[src/hdl/cial_pkg.sv]
`default_nettype none

package cial_pkg;

	localparam int MAX_INTERVALS_DEF = 64;

	localparam logic CMD_LOAD  = 1'b0;
	localparam logic CMD_QUERY = 1'b1;

	localparam logic signed [31:0] HEADING_MISS = 32'sh7FFF_FFFF;

	// last step of the polynomial sequence
	localparam logic [2:0] POLY_LAST = 3'd6;

	typedef struct packed {
		logic signed [31:0] start_pos;
		logic signed [31:0] end_pos;
		logic signed [31:0] start_curv;
		logic signed [63:0] slope;
		logic signed [47:0] start_angle;
	} entry_t;

	typedef enum logic [2:0] {
		MUL_SQ,
		MUL_C,
		MUL_M0,
		MUL_M1,
		MUL_M2,
		MUL_M3
	} mul_sel_t;

	typedef enum logic [2:0] {
		ACC_HOLD,
		ACC_INIT,
		ACC_SQ,
		ACC_ADD_C,
		ACC_ADD_M0,
		ACC_ADD_M1,
		ACC_ADD_M2,
		ACC_ADD_M3
	} acc_sel_t;

	typedef struct packed {
		logic     capture;
		logic     latch_entry;
		mul_sel_t mul_sel;
		acc_sel_t acc_sel;
		logic     a0_zero;
		logic     emit;
		logic     emit_found;
	} dp_cmd_t;

endpackage

`default_nettype wire

[src/hdl/cial_ctrl.sv]
`default_nettype none

module cial_ctrl
	import cial_pkg::*;
#(
	parameter int MAX_INTERVALS = MAX_INTERVALS_DEF,
	localparam int AW = (MAX_INTERVALS > 1) ? $clog2(MAX_INTERVALS) : 1,
	localparam int CW = $clog2(MAX_INTERVALS + 1)
) (
	input  wire logic          clk,
	input  wire logic          arst_n,
	input  wire logic          item_valid,
	output logic               item_stall,
	input  wire logic          cmd,
	input  wire logic [5:0]    slot,
	input  wire logic          hit,
	input  wire logic          div_busy,
	output logic               div_start,
	output logic [AW-1:0]      raddr,
	output logic               we,
	output logic [AW-1:0]      waddr,
	output dp_cmd_t            dp_cmd,
	output logic               result_valid,
	input  wire logic          result_stall
);

	typedef enum logic [8:0] {
		S_IDLE     = 9'b000000001,
		S_LOAD     = 9'b000000010,
		S_LD_RD    = 9'b000000100,
		S_LD_LAT   = 9'b000001000,
		S_WALK     = 9'b000010000,
		S_POLY     = 9'b000100000,
		S_DIV_WAIT = 9'b001000000,
		S_WRITE    = 9'b010000000,
		S_EMIT     = 9'b100000000
	} state_t;

	localparam logic [CW-1:0] MAX_CNT = CW'(MAX_INTERVALS);

	state_t        state_q;
	logic [CW-1:0] count_q;
	logic [CW-1:0] widx_q;
	logic [CW-1:0] idx_q;
	logic          pend_q;
	logic          is_load_q;
	logic          found_q;
	logic [2:0]    step_q;
	logic          result_valid_q;

	logic [CW-1:0] eff_count;
	logic [CW-1:0] prev_idx;
	logic          out_free;

	assign eff_count = (slot == 6'd0) ? '0 : count_q;
	assign prev_idx  = widx_q - CW'(1);
	assign out_free  = !result_valid_q || !result_stall;

	always_comb begin
		item_stall         = (state_q != S_IDLE);
		div_start          = 1'b0;
		raddr              = '0;
		we                 = 1'b0;
		waddr              = widx_q[AW-1:0];
		dp_cmd.capture     = 1'b0;
		dp_cmd.latch_entry = 1'b0;
		dp_cmd.mul_sel     = MUL_SQ;
		dp_cmd.acc_sel     = ACC_HOLD;
		dp_cmd.a0_zero     = (widx_q == '0);
		dp_cmd.emit        = 1'b0;
		dp_cmd.emit_found  = found_q;
		unique case (state_q)
			S_IDLE: dp_cmd.capture = item_valid;
			S_LOAD: div_start = 1'b1;
			S_LD_RD: raddr = prev_idx[AW-1:0];
			S_LD_LAT: dp_cmd.latch_entry = 1'b1;
			S_WALK: begin
				raddr              = idx_q[AW-1:0];
				dp_cmd.latch_entry = pend_q && hit;
			end
			S_POLY: begin
				case (step_q)
					3'd0: begin
						dp_cmd.mul_sel = MUL_SQ;
						dp_cmd.acc_sel = ACC_INIT;
					end
					3'd1: begin
						dp_cmd.mul_sel = MUL_C;
						dp_cmd.acc_sel = ACC_SQ;
					end
					3'd2: begin
						dp_cmd.mul_sel = MUL_M0;
						dp_cmd.acc_sel = ACC_ADD_C;
					end
					3'd3: begin
						dp_cmd.mul_sel = MUL_M1;
						dp_cmd.acc_sel = ACC_ADD_M0;
					end
					3'd4: begin
						dp_cmd.mul_sel = MUL_M2;
						dp_cmd.acc_sel = ACC_ADD_M1;
					end
					3'd5: begin
						dp_cmd.mul_sel = MUL_M3;
						dp_cmd.acc_sel = ACC_ADD_M2;
					end
					3'd6: dp_cmd.acc_sel = ACC_ADD_M3;
					default: dp_cmd.acc_sel = ACC_HOLD;
				endcase
			end
			S_DIV_WAIT: ;
			S_WRITE: we = 1'b1;
			S_EMIT: dp_cmd.emit = out_free;
			default: ;
		endcase
	end

	always_ff @(posedge clk or negedge arst_n) begin
		if (!arst_n) begin
			state_q        <= S_IDLE;
			count_q        <= '0;
			widx_q         <= '0;
			idx_q          <= '0;
			pend_q         <= 1'b0;
			is_load_q      <= 1'b0;
			found_q        <= 1'b0;
			step_q         <= '0;
			result_valid_q <= 1'b0;
		end else begin
			if (dp_cmd.emit) begin
				result_valid_q <= 1'b1;
			end else if (!result_stall) begin
				result_valid_q <= 1'b0;
			end
			unique case (state_q)
				S_IDLE: begin
					if (item_valid) begin
						if (cmd == CMD_QUERY) begin
							is_load_q <= 1'b0;
							idx_q     <= '0;
							pend_q    <= 1'b0;
							state_q   <= S_WALK;
						end else begin
							if (slot == 6'd0) begin
								count_q <= '0;
							end
							// a full table drops the word
							if (eff_count < MAX_CNT) begin
								is_load_q <= 1'b1;
								widx_q    <= eff_count;
								state_q   <= S_LOAD;
							end
						end
					end
				end
				S_LOAD: state_q <= (widx_q == '0) ? S_DIV_WAIT : S_LD_RD;
				S_LD_RD: state_q <= S_LD_LAT;
				S_LD_LAT: begin
					step_q  <= '0;
					state_q <= S_POLY;
				end
				S_WALK: begin
					if (idx_q < count_q) begin
						idx_q  <= idx_q + CW'(1);
						pend_q <= 1'b1;
					end else begin
						pend_q <= 1'b0;
					end
					if (pend_q && hit) begin
						found_q <= 1'b1;
						step_q  <= '0;
						state_q <= S_POLY;
					end else if (!pend_q && idx_q == count_q) begin
						found_q <= 1'b0;
						state_q <= S_EMIT;
					end
				end
				S_POLY: begin
					step_q <= step_q + 3'd1;
					if (step_q == POLY_LAST) begin
						state_q <= is_load_q ? S_DIV_WAIT : S_EMIT;
					end
				end
				S_DIV_WAIT: begin
					if (!div_busy) begin
						state_q <= S_WRITE;
					end
				end
				S_WRITE: begin
					count_q <= widx_q + CW'(1);
					state_q <= S_IDLE;
				end
				S_EMIT: begin
					if (out_free) begin
						state_q <= S_IDLE;
					end
				end
				default: state_q <= S_IDLE;
			endcase
		end
	end

	assign result_valid = result_valid_q;

`ifndef ASSERT_OFF
	a_count_bound: assert property (@(posedge clk) disable iff (!arst_n)
		count_q <= MAX_CNT)
		else $error("interval count above capacity");

	a_emit_no_overwrite: assert property (@(posedge clk) disable iff (!arst_n)
		dp_cmd.emit |-> !(result_valid_q && result_stall))
		else $error("result overwritten while stalled");

	a_write_in_range: assert property (@(posedge clk) disable iff (!arst_n)
		we |-> (widx_q < MAX_CNT) && !div_busy)
		else $error("table write out of range or before slope is ready");

	a_write_grows: assert property (@(posedge clk) disable iff (!arst_n)
		we |=> count_q == $past(widx_q) + CW'(1))
		else $error("count not advanced after write");
`endif

endmodule

`default_nettype wire

[config.mk]
export PLATFORM = sky130hd
export DESIGN_NAME = cial_ctrl
export DESIGN_NICKNAME = d
export VERILOG_FILES = /design/src/hdl/cial_pkg.sv /design/src/hdl/cial_ctrl.sv
export SDC_FILE = /design/constraint.sdc
export NUM_CORES = 1
export LEC_CHECK = 0
export ABC_AREA = 1
export BUFFER_PORTS_ARGS = -buffer_cell sky130_fd_sc_hd__buf_4
export CAP_MARGIN = 20
export CORE_AREA = 5 5 113 62
export DETAILED_ROUTE_END_ITERATION = 6
export DIE_AREA = 0 0 118 67
export GPL_TIMING_DRIVEN = 0
export PLACE_DENSITY = 0.72
export SLEW_MARGIN = 20
export SYNTH_ARGS = -nofsm -noshare
export SYNTH_HDL_FRONTEND = slang
export SYNTH_SLANG_ARGS = --single-unit
[constraint.sdc]
create_clock -name clk -period 1.7 [get_ports clk]
set_clock_uncertainty 0.1 [all_clocks]
set_input_delay 0.255 -clock clk [delete_from_list [all_inputs] [get_ports clk]]
set_output_delay 0.255 -clock clk [all_outputs]
set_load 0.005 [all_outputs]
==> impl_metrics.json, run 1 <==
{
  "hold_path_class": "in -> reg",
  "synth_warnings": 0,
  "first_iter_violations": 347,
  "holdPathEnd": "result_valid",
  "worst_pin_slew_ns": 0.5200,
  "pwr-share-seq_pct": 22.1,
  "fin_crit_sh_pct": 116.4,
  "seq_area_frac_synth_pct": 32.61,
  "slew_headroom_pct": 65.34,
  "combPwrFrac_pct": 63.4,
  "die_w_um": 118,
  "timing.fmax_mhz": 505.6,
  "p_switching_uw": 3016,
  "synthMostInstantiatedCell": "nand2_1",
  "ys.flop_type": "dfrtp_1",
  "cts.sinks": 37,
  "hold_violations": 0,
  "grt_overflow": 0,
  "pin_count": 40,
  "slew_viol_final": 0,
  "ys_top_cells_by_area": "dfrtp_1, nand2_1, ha_1, inv_1, nor2_1",
  "r2r_cells": 10,
  "ys_ff_latch": 37,
  "postSynthCellCount": 397,
  "htreeDepth": 2,
  "total_power_uw": 6458,
  "rr_endpoint": "count_q[4]",
  "yosys-top-cells-count": "nand2_1, inv_1, nor2_1",
  "drive_gt1_share_pct": 55.42,
  "clkPwrFrac_pct": 14.5,
  "holdWs_ns": 0.09909,
  "dieHeight_um": 67,
  "nets": 536,
  "netlist.area_leader.share_pct": 31.69,
  "gp_congestion": 0.9034,
  "cts.clk_slew.worst_paths_ns": 0.06,
  "outcome": "complete, but fails checks",
  "clock_path_buffers": 2,
  "syn_avg_cell_area_um2": 7.161,
  "wl_per_cell_um": 18.48,
  "areaGrowthSynthToFinish_pct": 61.49,
  "dpl.hpwl_um": 6135,
  "first_pass_iters": 5,
  "cts_tree": "done",
  "ant_nets": 0,
  "worstSetupEndpointType": "primary output",
  "rows": 20,
  "min_path_cells": 3,
  "holdCritStartpoint": "result_stall",
  "syn_area_um2": 2843,
  "leakage_uw": 0.002288,
  "peakVddDrop_mv": 1.090,
  "final.min_clock_period_ns": 1.978,
  "synth_edf_count": 0,
  "synth_top_cell_by_area": "dfrtp_1",
  "antenna_found_initial": 0,
  "syn_nets": 427,
  "grtUsageTotal_pct": 24.55,
  "p_int_uw": 3442,
  "maxCapViolCount": 0,
  "coreArea_um2": 5856,
  "rsz0062_at_grt": "yes",
  "rrSetupSlack_ns": -0.21,
  "initial_core_util_pct": 48.55,
  "routed_wl_um": 10790,
  "grt_max_degree": 38,
  "worstSetupPathType": "reg -> out",
  "tns_ns": -6.460,
  "drc_errors": 0,
  "grt_pass1_vias": 2895,
  "grt_pass1_wl_um": 14970,
  "via_count": 3240,
  "diodes": 0,
  "io_buffers": 39,
  "cts-root-buf": "clkbuf_16",
  "ys_async_sr_fraction_pct": 100.0,
  "cts_made_buffers": 5,
  "powerDensity_nw_per_um2": 1407,
  "cp.required_ns": 1.34,
  "cp.arrival_ns": 1.62,
  "clk_latency_ns": 0.29,
  "via_per_inst": 5.548,
  "setup_slack_ns": -0.2780,
  "violations": "negative setup slack",
  "synth_cell_type_count": 38,
  "worstSetupStartpointType": "register",
  "r2r-start": "state_q[5]",
  "finalSetupViolations": 46,
  "worstPathMaxFanout": 8,
  "die_area_um2": 7906,
  "swShare_pct": 46.70
}
-- through the flow --
| step | std cells | utilization [%] | instance area, um^2 | setup slack, ns |
|---|---|---|---|---|
| after CTS | 568 | 69.91 | 4094 | -0.2268 |
| after floorplan | 397 | - | 2843 | 0.06293 |
| after global routing | 584 | 78.40 | 4591 | -0.3595 |
| after detailed placement | 513 | 55.19 | 3232 | -0.3996 |
| after global placement | 513 | 55.19 | 3232 | -0.3868 |
| final | 584 | 78.40 | 4591 | -0.2780 |
-- cell families after synthesis --
group,synth area share [%]
flops,32.61
compound gates,8.319
fa+ha+maj,7.482
simple gates,37.72
xor+xnor,3.389
buf+inv,10.48
-- sequential cells by signal, indices dropped and copies added, names as in the netlist --
name and flops:
state_q 9, count_q 7, found_q 1, is_load_q 1
widx_q 7, idx_q 7, step_q 3, result_valid 1
pend_q 1
-- how the worst max path moves through the flow --
stage	endpoint	start	slack (ns)
finish	raddr[2]	state_q[2]	-0.28
global route	raddr[5]	state_q[5]	-0.36
CTS	raddr[5]	state_q[5]	-0.23
detailed placement	raddr[5]	state_q[5]	-0.40
global placement	raddr[5]	state_q[5]	-0.39
floorplan	idx_q[2]	idx_q[2]	0.06
-- power by group through the flow --
| stage | Sequential (uW) | Clock (uW) | Combinational (uW) |
|---|---|---|---|
| 6_report | 1430 | 933 | 4100 |
| 3_3_place_gp | 1330 | 0 | 2250 |
| 4_1_cts | 1330 | 932 | 3160 |
| 5_1_grt | 1460 | 968 | 4390 |
| 2_1_floorplan | 1280 | 0 | 1660 |
| 3_5_place_dp | 1350 | 0 | 2310 |
-- cells in the final DEF, fill, tap and decap left out, types with 3 or more instances in the layout --
cell / Yosys / layout
ha_1: 17 / 6
inv_1: 50 / 29
nand3_2: 1 / 7
nand4_1: 9 / 9
nor2_4: 4 / 21
nor3_4: 0 / 4
a21oi_1: 6 / 3
nor2_2: 5 / 8
o21ai_1: 6 / 11
nand3_4: 4 / 6
buf_4: 7 / 87
nand2_1: 104 / 70
o21ai_2: 2 / 9
buf_6: 1 / 23
nand2_4: 2 / 15
nand2_2: 6 / 26
xor2_1: 10 / 8
clkbuf_16: 0 / 5
nor2_1: 49 / 30
nand3_1: 29 / 21
dfrtp_1: 36 / 22
inv_4: 1 / 7
ha_4: 0 / 10
dfrtp_2: 0 / 14
o21ai_0: 19 / 6
inv_2: 6 / 21
-- what timing repair did --
| item | 4_1_cts | 5_1_grt |
|---|---|---|
| hold buffers | 1 | 0 |
| pin swaps | 36 | 49 |
| cloned | 0 | 1 |
| endpoints found under the setup margin | 32 | 51 |
| endpoints found under the hold margin | 36 | 0 |
| setup buffers | 48 | 23 |
| resized for setup | 99 | 117 |
-- per-layer routing --
layer | vias to the layer above | global-route usage, % | routed length [um]
met4 | 0 | 5.722 | 263
li1 | 1483 | - | -
met3 | 32 | 6.701 | 1030
met2 | 177 | 37.75 | 4946
met1 | 1548 | 34.39 | 4553
met5 | - | 0 | 0
-- worst max-delay path: stages (launching register included) --
cell     delay [ns]
dfrtp_1        0.42
nor2_4         0.15
nand2_4        0.11
nor2_4         0.14
nand2_4        0.12
inv_4          0.12
nand2_4        0.07
o31ai_4        0.05
buf_4          0.14
-- final cells by class --
| class | count | area [um^2] |
|---|---|---|
| Buffer | 8 | 63.81 |
| Clock buffer | 6 | 128.9 |
| Clock inverter | 2 | 10.01 |
| Fill cell | 375 | 1265 |
| Inverter | 58 | 240.2 |
| Multi-Input combinational cell | 293 | 2248 |
| Sequential cell | 37 | 944.7 |
| Tap cell | 77 | 96.34 |
| Timing Repair Buffer | 103 | 858.3 |
Note: power is estimated with default switching activity, not from simulation.
==> run 2, diff against run 1 <==
clock period = 1.8 ns   (was 1.7 ns; I/O delays follow)
==> impl_metrics.json, run 2 (same netlist as run 1, synthesis figures left out) <==
{
  "htreeDepth": 2,
  "fin_crit_sh_pct": 110.5,
  "hold_violations": 0,
  "worstSetupEndpointType": "primary output",
  "drive_gt1_share_pct": 46.09,
  "diodes": 0,
  "slew_viol_final": 0,
  "via_count": 3080,
  "leakage_uw": 0.002167,
  "swShare_pct": 45.74,
  "rsz0062_at_grt": "yes",
  "gp_congestion": 0.9034,
  "die_area_um2": 7906,
  "clkPwrFrac_pct": 15.7,
  "outcome": "complete, but fails checks",
  "grt_pass1_wl_um": 13860,
  "final.min_clock_period_ns": 1.988,
  "peakVddDrop_mv": 0.8619,
  "final_common_cell": "buf_4",
  "powerDensity_nw_per_um2": 1305,
  "grt_max_degree": 38,
  "ant_nets": 0,
  "cts_made_buffers": 5,
  "worstSetupPathType": "reg -> out",
  "p_int_uw": 3010,
  "drc_errors": 0,
  "layout_common_cells": "buf_4, nand2_1, inv_1, nor2_1, nand3_1",
  "clock_path_buffers": 2,
  "initial_core_util_pct": 48.55,
  "cts_tree": "done",
  "largest_reg_flops": 9,
  "worst_pin_slew_ns": 0.5092,
  "placed_area_um2": 3232,
  "io_buffers": 39,
  "combPwrFrac_pct": 60.2,
  "first_iter_violations": 297,
  "stdcell_area_um2": 4250,
  "clk_latency_ns": 0.29,
  "maxCapViolCount": 0,
  "timing.fmax_mhz": 503.0,
  "cts-root-buf": "clkbuf_16",
  "cp.arrival_ns": 1.62,
  "coreArea_um2": 5856,
  "antenna_found_initial": 0,
  "nets": 528,
  "dpl.hpwl_um": 6135,
  "finalSetupViolations": 26,
  "cts.sinks": 37,
  "rows": 20,
  "worstPathMaxFanout": 8,
  "dieHeight_um": 67,
  "routed_wl_um": 9452,
  "die_w_um": 118,
  "p_switching_uw": 2538,
  "violations": "negative setup slack",
  "cts.clk_slew.worst_paths_ns": 0.06,
  "wl_per_cell_um": 16.41,
  "largest-register": "state_q",
  "via_per_inst": 5.347,
  "grtUsageTotal_pct": 22.65,
  "grt_pass1_vias": 2706,
  "setup_slack_ns": -0.1883,
  "worstSetupStartpointType": "register",
  "cp.required_ns": 1.43,
  "first_pass_iters": 6,
  "postLayoutCoreUtil_pct": 72.59,
  "pwr-share-seq_pct": 24.1,
  "grt_overflow": 0,
  "pin_count": 40,
  "hold_path_class": "in -> reg",
  "tns_ns": -1.809,
  "areaGrowthSynthToFinish_pct": 49.52,
  "pre_cts_ws_ns": -0.3146,
  "slew_headroom_pct": 66.06
}
## run 2: critical path, stage by stage, from the launching register on
cell,delay [ns]
dfrtp_1,0.42
nor2_4,0.16
nand2_4,0.10
nor2_4,0.16
nand2_4,0.11
inv_4,0.11
nand2_4,0.07
o31ai_4,0.06
buf_4,0.14
## run 2: final cells by class
cell class	count	area, um^2
Tap cell	77	96.34
Multi-Input combinational cell	293	2018
Timing Repair Buffer	95	757.0
Inverter	58	232.7
Sequential cell	37	943.4
Buffer	8	63.81
Fill cell	426	1605
Clock inverter	2	10.01
Clock buffer	6	128.9
## run 2: timing repair
| item | 4_1_cts | 5_1_grt |
|---|---|---|
| hold buffers | 1 | 0 |
| endpoints found under the setup margin | 25 | 42 |
| pin swaps | 20 | 34 |
| buffers inserted | 34 | 23 |
| gates resized for setup | 66 | 68 |
| hold endpoints to repair | 36 | 0 |
| cloned | 0 | 1 |
## run 2: stage by stage
stage	cells	hold WS (ns)	power (uW)
final	576	0.1146	5548
after global routing	576	0.1326	5904
after CTS	555	0.1174	4899
after detailed placement	513	0.1728	3449
after global placement	513	0.1688	3381
after floorplan	397	-0.1256	2775
## run 2: per-layer routing
metal  share of wire (%)  global-route usage, %  vias up
met5                   0                      0        -
met4                 1.7                  4.578        0
met3                 8.4                  5.174       24
met2                  44                  33.80      136
met1                  46                  33.35     1451
li1                    -                      -     1469
## run 2: power groups by stage
stage	Sequential [uW]	Combinational (uW)	Clock, uW
2_1_floorplan	1210	1570	0
3_3_place_gp	1260	2120	0
3_5_place_dp	1270	2180	0
4_1_cts	1270	2750	880
5_1_grt	1360	3630	910
6_report	1340	3340	869
## run 2: path summary, 6_finish.rpt
path                               from           end  slack, ns  depth (start not counted)
hold reg to reg            result_valid  result_valid       0.40                          2
hold / removal             result_stall  result_valid       0.11                          3
setup / recovery             state_q[2]      raddr[2]      -0.19                          8
max in group asynchronous        arst_n    state_q[7]       0.82                          2
min in group asynchronous        arst_n      idx_q[0]       0.39                          2
setup reg to reg             state_q[2]     is_load_q      -0.04                         11
==> run 3, diff against run 2 <==
ABC_AREA = unset   (was 1)
CORE_AREA = 5 5 107 59   (was 5 5 113 62)
DIE_AREA = 0 0 112 64   (was 0 0 118 67)
PLACE_DENSITY = 0.73   (was 0.72)
==> impl_metrics.json, run 3 <==
{
  "largest_reg_flops": 9,
  "cp.required_ns": 1.43,
  "total_power_uw": 3892,
  "final_common_cell": "buf_4",
  "max_stage_delay_ns": 0.56,
  "layout_common_cells": "buf_4, dfrtp_1, nand2_1",
  "synth_cell_type_count": 49,
  "initial_core_util_pct": 48.15,
  "ys_top_cells_by_area": "dfrtp_1, ha_1, mux2i_1, nand2_1, nor2_1",
  "gp_congestion": 0.8673,
  "seqCellArea_um2": 942.2,
  "first_iter_violations": 320,
  "fin_crit_sh_pct": 131.1,
  "ys.flop_type": "dfrtp_1",
  "cts_tree": "done",
  "violations": "negative setup slack",
  "postSynthCellCount": 290,
  "powerDensity_nw_per_um2": 1015,
  "ys_async_sr_fraction_pct": 100.0,
  "cp.arrival_ns": 1.99,
  "cts.clk_slew.worst_paths_ns": 0.08,
  "htreeDepth": 2,
  "worstPathMaxFanout": 7,
  "wl_per_cell_um": 18.27,
  "grt_pass1_vias": 2416,
  "pin_count": 40,
  "diodes": 0,
  "syn_area_um2": 2530,
  "synthMostInstantiatedCell": "dfrtp_1",
  "rows": 19,
  "final.fill_count": 351,
  "synth_edf_count": 0,
  "coreArea_um2": 5254,
  "grtUsageTotal_pct": 22.04,
  "drive_gt1_share_pct": 48.56,
  "routed_wl_um": 8293,
  "io_buffers": 39,
  "cts-root-buf": "clkbuf_8",
  "ant_nets": 0,
  "rsz0062_at_grt": "yes",
  "maxCapViolCount": 0,
  "timing.fmax_mhz": 423.7,
  "synth_warnings": 0,
  "pre_cts_ws_ns": -0.7035,
  "drc_errors": 0,
  "hold_path_class": "in -> reg",
  "ys_ff_latch": 37,
  "cts.sinks": 37,
  "worst_pin_slew_ns": 0.5141,
  "synth_top_cell_by_area": "dfrtp_1",
  "setup_slack_ns": -0.5603,
  "worstSetupStartpointType": "register",
  "syn_nets": 320,
  "tns_ns": -17.99,
  "clk_latency_ns": 0.29,
  "via_per_inst": 5.683,
  "leakage_uw": 0.001757,
  "cts_made_buffers": 5,
  "nets": 410,
  "die_w_um": 112,
  "dpl.hpwl_um": 5094,
  "seq_area_frac_synth_pct": 36.65,
  "dieHeight_um": 64,
  "largest-register": "state_q",
  "crit_chain": "or4_4, nor3_4, nand3_4, o21ai_1, buf_4",
  "via_count": 2580,
  "clock_path_buffers": 2,
  "cpMaxStageDelayCell": "or4_4",
  "areaGrowthSynthToFinish_pct": 51.53,
  "grt_overflow": 0,
  "peakVddDrop_mv": 0.6176,
  "worstSetupPathType": "reg -> out",
  "die_area_um2": 7168,
  "grt_pass1_wl_um": 12700,
  "finalSetupViolations": 51,
  "yosys-top-cells-count": "dfrtp_1, nand2_1, nor2_1",
  "slew_viol_final": 0,
  "first_pass_iters": 7,
  "multiInputGateArea_um2": 1798,
  "grt_max_degree": 38,
  "hold_violations": 0,
  "final.min_clock_period_ns": 2.360,
  "outcome": "complete, but fails checks",
  "worstSetupEndpointType": "primary output",
  "slew_headroom_pct": 65.72,
  "netlist.area_leader.share_pct": 35.61,
  "antenna_found_initial": 0,
  "syn_avg_cell_area_um2": 8.724
}
==> run 3: cell count changes in the layout (fill, tap and decap cells not counted), moves of 9 or more <==
cell	before	now
nand2_1	89	23
inv_1	34	16
buf_4	90	76
inv_2	20	6
nor2_1	34	20
nand3_1	26	13
nor2_4	14	2
mux2i_1	0	11
nand2_2	14	5
nand2_4	9	0
xnor2_1	1	10
==> run 3: cell type report <==
class | count | area share, %
Buffer | 12 | 2.774
Timing Repair Buffer | 87 | 19.09
Tap cell | 73 | 2.383
Inverter | 22 | 2.154
Clock buffer | 7 | 1.991
Multi-Input combinational cell | 215 | 46.90
Sequential cell | 37 | 24.58
Clock inverter | 1 | 0.1305
==> run 3: logic make-up (layout without fill, tap and decap cells) <==
group	after synthesis	in the layout	share of synthesized area, %
mux	13	13	5.193
simple gates	121	121	25.52
buf+inv	38	129	6.676
compound gates	51	51	13.06
flops	37	37	36.65
fa+ha+maj	17	17	8.407
xor+xnor	13	13	4.501
==> run 3: path summary, 6_finish.rpt <==
path                                 start         end  slack, ns  cells past startpoint
worst min register to register   step_q[0]   step_q[0]       0.44                      1
min in group asynchronous           arst_n  state_q[5]       0.39                      2
worst max register to register  state_q[0]   widx_q[1]      -0.50                      6
worst max-delay path            state_q[3]    raddr[2]      -0.56                      5
max in group asynchronous           arst_n    idx_q[3]       0.83                      2
worst min-delay path              div_busy  state_q[7]       0.05                      2
==> run 3: critical path: cells and delay by family, from the launching register on <==
kind / cells / cell delay (ns)
DFF: 1 / 0.43
buffers and inverters: 1 / 0.14
AOI/OAI and AO/OA: 1 / 0.18
and+or+nand+nor: 3 / 0.95
==> run 3: through the flow <==
step / utilization, % / hold slack (ns) / cell area [um^2] / std cells
2_1_floorplan: - / -0.1256 / 2586 / 290
3_3_place_gp: 56.54 / 0.1660 / 2970 / 402
3_5_place_dp: 56.54 / 0.1718 / 2970 / 402
4_1_cts: 68.37 / 0.03773 / 3592 / 445
5_1_grt: 72.97 / 0.04181 / 3834 / 454
6_report: 72.97 / 0.04538 / 3834 / 454
==> run 3: what timing repair did <==
item                       in CTS  in global routing
setup endpoints to repair      52                 54
gates resized for setup        69                 52
hold endpoints to repair       36                  0
pin swaps                      29                 19
hold buffers                    1                  0
buffers inserted               37                 13
==> run 3: where the power goes <==
| group | leakage (uW) | switching (uW) | total (uW) | internal (uW) |
|---|---|---|---|---|
| sequential | 0.000419 | 243 | 1240 | 998 |
| clock | 0.0000422 | 308 | 580 | 272 |
| combinational | 0.00130 | 1030 | 2070 | 1040 |
| total | 0.00176 | 1580 | 3890 | 2310 |
==> run 3: layer usage <==
| layer | part of all wire, % | GRT usage (%) |
|---|---|---|
| met5 | 0 | 0 |
| met4 | 1.4 | 2.699 |
| met3 | 9.7 | 6.315 |
| met2 | 43 | 33.43 |
| met1 | 46 | 32.34 |
